## config.mk

```make
export PLATFORM = sky130hd
export DESIGN_NAME = stack_machine_execute_unit
export DESIGN_NICKNAME = d
export VERILOG_FILES = /design/src/rtl/smx_pkg.sv /design/src/rtl/stack_machine_execute_unit.sv /design/src/rtl/smx_stack_ram.sv
export SDC_FILE = /design/constraint.sdc
export NUM_CORES = 2
export LEC_CHECK = 0
export BUFFER_PORTS_ARGS = -buffer_cell sky130_fd_sc_hd__buf_2
export CORE_MARGIN = 5
export CORE_UTILIZATION = 59
export CTS_BUF_LIST = sky130_fd_sc_hd__clkbuf_4 sky130_fd_sc_hd__clkbuf_8
export CTS_CLUSTER_SIZE = 8
export DETAILED_ROUTE_END_ITERATION = 12
export PLACE_DENSITY = 0.89
export SLEW_MARGIN = 20
export SYNTH_ARGS = -nofsm -noshare
export SYNTH_HDL_FRONTEND = slang
export SYNTH_SLANG_ARGS = --single-unit
```

## constraint.sdc

```tcl
create_clock -name clk_i -period 7.2 [get_ports clk_i]
set_clock_uncertainty 0.05 [all_clocks]
set_input_delay 1.8 -clock clk_i [delete_from_list [all_inputs] [get_ports clk_i]]
set_output_delay 1.8 -clock clk_i [all_outputs]
set_load 0.05 [all_outputs]
```

## src/rtl/smx_pkg.sv

```systemverilog
// ----------------------------------------------------------------------------
// smx_pkg
// Shared types and codes for the stack machine execute unit: instruction
// codes, result status codes and the sequencer states.
// ----------------------------------------------------------------------------
package smx_pkg;

  // Instruction codes; the unused code is executed as a nop
  typedef enum logic [2:0] {
    OP_PUSH  = 3'd0,
    OP_PRINT = 3'd1,
    OP_PEEK  = 3'd2,
    OP_POP   = 3'd3,
    OP_SWAP  = 3'd4,
    OP_ADD   = 3'd5,
    OP_NOP   = 3'd6
  } op_e;

  // Result status codes
  typedef enum logic [1:0] {
    STATUS_OK    = 2'd0,
    STATUS_EMPTY = 2'd1,
    STATUS_SHORT = 2'd2,
    STATUS_FULL  = 2'd3
  } status_e;

  // Sequencer states
  typedef enum logic [2:0] {
    ST_IDLE,
    ST_PEEK,
    ST_SWAP_RD2,
    ST_SWAP_WR1,
    ST_SWAP_WR2,
    ST_ADD_RD2,
    ST_ADD_WR,
    ST_PRINT
  } state_e;

endpackage

```

## src/rtl/stack_machine_execute_unit.sv

```systemverilog
// ----------------------------------------------------------------------------
// stack_machine_execute_unit
// Executes one stack instruction per request on a bounded stack of signed
// words held in a single-port synchronous memory.
// ----------------------------------------------------------------------------
// Usage:
//   A request is taken at a rising edge with start high and busy low.
//   Results come out one per cycle, each marked by result_strobe_o for one
//   cycle; last_o flags the final result of a request. The receiver cannot
//   stall, so results are never held back.
// Sequencing (from the accepting edge to the last result strobe):
//   push, pop, nop and every error: result registered at the accepting edge;
//     busy stays low, so a new request may follow in the next cycle.
//   peek: read, show. add: read, read, write. swap: read, read, write, write.
//   print all: top read first, then one entry read and shown per cycle.
// The single memory port sets these steps: one access per cycle.
// Reset clears the entry count and the sequencer; the memory is not
// cleared, as entries are only read below the count.
// ----------------------------------------------------------------------------
module stack_machine_execute_unit #(
  parameter int unsigned STACK_DEPTH = 64,
  parameter int unsigned WORD_WIDTH  = 32
) (
  input  logic               clk_i,
  input  logic               rst_ni,
  input  logic               start,
  output logic               busy,
  input  logic [2:0]         operation_i,
  input  logic signed [31:0] push_value_i,
  output logic               result_strobe_o,
  output logic signed [31:0] result_value_o,
  output logic               value_valid_o,
  output logic [1:0]         status_o,
  output logic               last_o
);

  import smx_pkg::*;

  localparam int unsigned AddrW  = $clog2(STACK_DEPTH);
  localparam int unsigned CountW = $clog2(STACK_DEPTH + 1);

  state_e state_q, state_d;
  logic [CountW-1:0] count_q, count_d;
  logic [AddrW-1:0]  ptr_q, ptr_d;
  logic [WORD_WIDTH-1:0] hold_q, hold_d;

  logic                  mem_we;
  logic [AddrW-1:0]      mem_addr;
  logic [WORD_WIDTH-1:0] mem_wdata;
  logic [WORD_WIDTH-1:0] mem_rdata;

  logic              strobe_q, strobe_d;
  logic [31:0]       value_q, value_d;
  logic              vvalid_q, vvalid_d;
  status_e           status_q, status_d;
  logic              last_q, last_d;

  logic [AddrW-1:0]  top_addr;
  logic [AddrW-1:0]  below_addr;
  logic              is_empty;
  logic              is_short;
  logic              is_full;
  op_e               op;

  // Sign-extend or cut a stack word to the 32-bit result field
  function automatic logic [31:0] to_out(input logic [WORD_WIDTH-1:0] w);
    to_out = 32'(signed'(w));
  endfunction

  smx_stack_ram #(
    .Depth(STACK_DEPTH),
    .Width(WORD_WIDTH)
  ) u_ram (
    .clk_i  (clk_i),
    .we_i   (mem_we),
    .addr_i (mem_addr),
    .wdata_i(mem_wdata),
    .rdata_o(mem_rdata)
  );

  assign op         = op_e'(operation_i);
  assign top_addr   = AddrW'(count_q - CountW'(1));
  assign below_addr = AddrW'(count_q - CountW'(2));
  assign is_empty   = (count_q == '0);
  assign is_short   = (count_q < CountW'(2));
  assign is_full    = (count_q == CountW'(STACK_DEPTH));
  assign busy       = (state_q != ST_IDLE);

  // Sequence memory accesses and build the next result
  always_comb begin
    state_d   = state_q;
    count_d   = count_q;
    ptr_d     = ptr_q;
    hold_d    = hold_q;
    mem_we    = 1'b0;
    mem_addr  = top_addr;
    mem_wdata = hold_q;
    strobe_d  = 1'b0;
    value_d   = '0;
    vvalid_d  = 1'b0;
    status_d  = STATUS_OK;
    last_d    = 1'b1;

    case (state_q)
      ST_IDLE: begin
        if (start) begin
          case (op)
            OP_PUSH: begin
              strobe_d = 1'b1;
              if (is_full) begin
                status_d = STATUS_FULL;
              end else begin
                mem_we    = 1'b1;
                mem_addr  = AddrW'(count_q);
                mem_wdata = WORD_WIDTH'(push_value_i);
                count_d   = count_q + CountW'(1);
              end
            end
            OP_PRINT: begin
              if (is_empty) begin
                strobe_d = 1'b1;
              end else begin
                ptr_d   = top_addr;
                state_d = ST_PRINT;
              end
            end
            OP_PEEK: begin
              if (is_empty) begin
                strobe_d = 1'b1;
                status_d = STATUS_EMPTY;
              end else begin
                state_d = ST_PEEK;
              end
            end
            OP_POP: begin
              strobe_d = 1'b1;
              if (is_empty) begin
                status_d = STATUS_EMPTY;
              end else begin
                count_d = count_q - CountW'(1);
              end
            end
            OP_SWAP: begin
              if (is_short) begin
                strobe_d = 1'b1;
                status_d = STATUS_SHORT;
              end else begin
                state_d = ST_SWAP_RD2;
              end
            end
            OP_ADD: begin
              if (is_short) begin
                strobe_d = 1'b1;
                status_d = STATUS_SHORT;
              end else begin
                state_d = ST_ADD_RD2;
              end
            end
            default: begin
              strobe_d = 1'b1;
            end
          endcase
        end
      end

      // Top entry arrives: show it
      ST_PEEK: begin
        strobe_d = 1'b1;
        value_d  = to_out(mem_rdata);
        vvalid_d = 1'b1;
        state_d  = ST_IDLE;
      end

      // Hold the top entry, read the one below
      ST_SWAP_RD2: begin
        hold_d   = mem_rdata;
        mem_addr = below_addr;
        state_d  = ST_SWAP_WR1;
      end

      // Write the lower entry on top
      ST_SWAP_WR1: begin
        mem_we    = 1'b1;
        mem_addr  = top_addr;
        mem_wdata = mem_rdata;
        state_d   = ST_SWAP_WR2;
      end

      // Write the old top below and finish
      ST_SWAP_WR2: begin
        mem_we    = 1'b1;
        mem_addr  = below_addr;
        mem_wdata = hold_q;
        strobe_d  = 1'b1;
        state_d   = ST_IDLE;
      end

      // Hold the top entry, read the one below
      ST_ADD_RD2: begin
        hold_d   = mem_rdata;
        mem_addr = below_addr;
        state_d  = ST_ADD_WR;
      end

      // Write the wrapped sum in place of the lower entry and drop the top
      ST_ADD_WR: begin
        mem_we    = 1'b1;
        mem_addr  = below_addr;
        mem_wdata = hold_q + mem_rdata;
        count_d   = count_q - CountW'(1);
        strobe_d  = 1'b1;
        state_d   = ST_IDLE;
      end

      // Show one entry per cycle and advance toward the bottom
      ST_PRINT: begin
        strobe_d = 1'b1;
        value_d  = to_out(mem_rdata);
        vvalid_d = 1'b1;
        last_d   = (ptr_q == '0);
        if (ptr_q == '0) begin
          state_d = ST_IDLE;
        end else begin
          mem_addr = ptr_q - AddrW'(1);
          ptr_d    = ptr_q - AddrW'(1);
        end
      end

      default: begin
        state_d = ST_IDLE;
      end
    endcase
  end

  // Control state
  always_ff @(posedge clk_i or negedge rst_ni) begin
    if (!rst_ni) begin
      state_q  <= ST_IDLE;
      count_q  <= '0;
      strobe_q <= 1'b0;
    end else begin
      state_q  <= state_d;
      count_q  <= count_d;
      strobe_q <= strobe_d;
    end
  end

  // Payload registers
  always_ff @(posedge clk_i) begin
    ptr_q    <= ptr_d;
    hold_q   <= hold_d;
    value_q  <= value_d;
    vvalid_q <= vvalid_d;
    status_q <= status_d;
    last_q   <= last_d;
  end

  assign result_strobe_o = strobe_q;
  assign result_value_o  = value_q;
  assign value_valid_o   = vvalid_q;
  assign status_o        = status_q;
  assign last_o          = last_q;

endmodule

```

## src/rtl/smx_stack_ram.sv

```systemverilog
// ----------------------------------------------------------------------------
// smx_stack_ram
// Single-port stack memory with registered read. Contents are
// undefined until written.
// ----------------------------------------------------------------------------
module smx_stack_ram #(
  parameter int unsigned Depth = 64,
  parameter int unsigned Width = 32
) (
  input  logic                     clk_i,
  input  logic                     we_i,
  input  logic [$clog2(Depth)-1:0] addr_i,
  input  logic [Width-1:0]         wdata_i,
  output logic [Width-1:0]         rdata_o
);

  logic [Width-1:0] mem_q [Depth];
  logic [Width-1:0] rdata_q;

  // Write or read one entry per cycle
  always_ff @(posedge clk_i) begin
    if (we_i) begin
      mem_q[addr_i] <= wdata_i;
    end else begin
      rdata_q <= mem_q[addr_i];
    end
  end

  assign rdata_o = rdata_q;

endmodule

```

==> flow_summary.toml <==
[status]
status = "finished, final reports clean"

[global_routing]
grt_pass1_vias = 48700
grt_pass1_wl_mm = 358
grt_overflow = 0
antenna_found_initial = 8
grt.total_usage_pct = 34.0
grt_max_degree = 91

[routing]
drt_iter0_markers = 10200
drc = 0
drtPass1Iterations = 8
routed_wl_mm = 257
vias = 48500
ant_nets = 0
viasPerCell = 7.66
post_drt_wl_per_cell_um = 40.6

[worst_setup_path]
r2r-start = "count_q[0]$_DFFE_PN0P_"
cp_top_family = "simple AND/OR/NAND/NOR gates"
startpoint = "operation_i[0]"
crit_arrival_ps = 6480
critical_path.endpoint_type = "flip-flop"
worstSetupStartpointType = "input port"
crit_slowest_cell = "a221o_4"
critical_path.most_common_cell = "buf_12"
crit_required_ps = 7940
cpPeakStageDelay_ps = 900
crit_buf_inv = 3
critPathKind = "input port to flip-flop"
path_cells = "buf_2 > or3_1 > a31o_4 > nor2_8 > a221o_4 > buf_12 > buf_12 > mux4_2 > a22oi_1 > nand4_1 > or2_1"
path_max_fanout = 47

[timing]
hold_viol_final = 0
period_share_pct = 79.7
worst_slew_pin_slew_ps = 1280
slew_headroom_pct = 14.2
tns_ps = 0
fin_crit_ps = 5740
rsz0062_at_grt = "false"
setup_viol = 0
timing.hold.ws_ps = 548
slew_viol_final = 0
timing.fmax_mhz = 174

[clock_network]
cts_tree = "yes"
clk_latency_ps = 1060
root_buffer = "clkbuf_8"
cts_setup_buffers = 0
clk_pin_slew_ps = 60
htree_levels = 5
cts_buffer_depth = 4
cts_buffers = 339
hold_buffers = 0
cts_resized = 0
cts_sinks = 2165

[hold_path]
min_path_type = "flip-flop to flip-flop"
min_from = "u_ram.rdata_o[29]$_DFFE_PN_"

[layout]
nFillCells = 7770
fin_nets = 4376
drive_gt1_share_pct = 30.7
area_growth_pct = 12.4

[floorplan]
fp.dieH_um = 387
core_um2 = 141000
ioPinCount = 76
die_area_um2 = 150000
start_util_pct = 59.3
die_w_um = 387
rows = 138

[synth]
syn_area_per_cell_um2 = 21.4
syn_inst = 3910
synth_fp_nets = 3988
synth_edf_count = 2118
synth-seq-cells = 2165
ys_seq_area_share_pct = 77.2
yosysWarnings = 0
yosysUniqueCellTypes = 73
syn_area_um2 = 83700
synthArstFlopShare_pct = 0.508
synth_flop_cell = "edfxtp_1"

[placement]
dp_hpwl_mm = 143
place_congestion = 0.909
numPortBuffers = 75

[flow_run]
maxCapViolCount = 0
[kinds of logic (layout without fill, tap and decap cells)]
kind of cell	count (synthesis)	in the layout	share of synthesized area (%)
and+or+nand+nor	425	425	2.58
xor gates and xnor gates	36	36	0.377
AOI/OAI and AO/OA	490	490	4.23
other	0	7	0
muxes	517	517	13.8
DFF	2165	2165	77.2
buffers and inverters	237	755	1.22
adders and majority gates	40	40	0.607
[synthesized netlist by cell type (32+ instances only)]
cell | n | share of area (%)
nand2_1 | 85 | 0.38
clkbuf_1 | 143 | 0.64
dfxtp_1 | 36 | 0.86
nand4_1 | 71 | 0.53
a21oi_1 | 52 | 0.31
ha_1 | 39 | 0.58
a22oi_1 | 256 | 2.3
and2_1 | 35 | 0.26
edfxtp_1 | 2118 | 76
o21ai_0 | 53 | 0.32
mux4_2 | 512 | 14
buf_2 | 47 | 0.28
nor2_1 | 117 | 0.52
or2_1 | 32 | 0.24
[final cells by class]
type	count	area (µm²)	area share (%)
Clock inverter	38	215	0.229
Multi-Input combinational cell	1508	19000	20.2
Antenna cell	7	17.5	0.0186
Tap cell	1890	2360	2.51
Inverter	19	71.3	0.0758
Sequential cell	2165	64600	68.7
Timing Repair Buffer	265	2410	2.57
Clock buffer	433	5400	5.74
[per-layer routing]
metal | track usage (%) | wire (µm) | vias up
li1 | - | - | 17300
met1 | 40.5 | 72600 | 23500
met2 | 52.5 | 118000 | 6084
met3 | 12.7 | 44200 | 1546
met4 | 22.1 | 21900 | 12
met5 | 0 | 99 | -
[metrics by stage]
| stage | utilization [%] | worst slack [ps] | std cells | area (µm²) |
|---|---|---|---|---|
| after floorplan | - | 563 | 3910 | 83700 |
| after global placement | 62.6 | 677 | 5846 | 88400 |
| after detailed placement | 62.6 | 669 | 5847 | 88400 |
| after CTS | 66.6 | 1760 | 6318 | 94000 |
| after global routing | 66.6 | 1370 | 6322 | 94100 |
| final | 66.6 | 1460 | 6325 | 94100 |
[flip-flops by register name, summed over array words and instances (netlist names)]
signal	count
value_valid_o	1
u_ram.rdata_o	32
last_o	1
hold_q	32
state_q	3
count_q	7
u_ram.mem_q	2048
ptr_q	6
result_value_o	32
status_o	2
result_strobe_o	1
[worst paths after layout]
check                                                to  slack (ps)  depth (start not counted)
setup / recovery            u_ram.rdata_o[26]$_DFFE_PN_        1460                         11
hold / removal                     hold_q[29]$_DFFE_PP_         550                          0
setup reg to reg           u_ram.mem_q[5][14]$_DFFE_PP_        1580                         10
hold reg to reg                    hold_q[29]$_DFFE_PP_         550                          0
max in group asynchronous        count_q[4]$_DFFE_PN0P_        6300                          1
min in group asynchronous        count_q[5]$_DFFE_PN0P_         570                          1
[placed cells by master, fill, tap and decap left out, drive strengths merged, types with 5 or more instances in the layout]
cell type,count
o21a,12
o22ai,6
xnor2,24
a2bb2oi,5
mux2i,5
nor2,118
dfxtp,36
a31oi,9
or2,37
a22o,5
dfrtp,11
a221o,17
o21ai,55
buf,265
and2,35
clkinv,28
nor3,16
a221oi,7
and3,22
a21oi,52
diode,7
nand2,85
a21o,17
edfxtp,2118
xor2,12
nand3,15
mux4,512
a22oi,256
nand4,71
clkinvlp,6
a211oi,6
ha,39
a222oi,11
inv,22
clkbuf,433
Power is left out: the tool's default activity adds up to more than one toggle a clock period on the data nets, which glitch-free logic cannot reach.
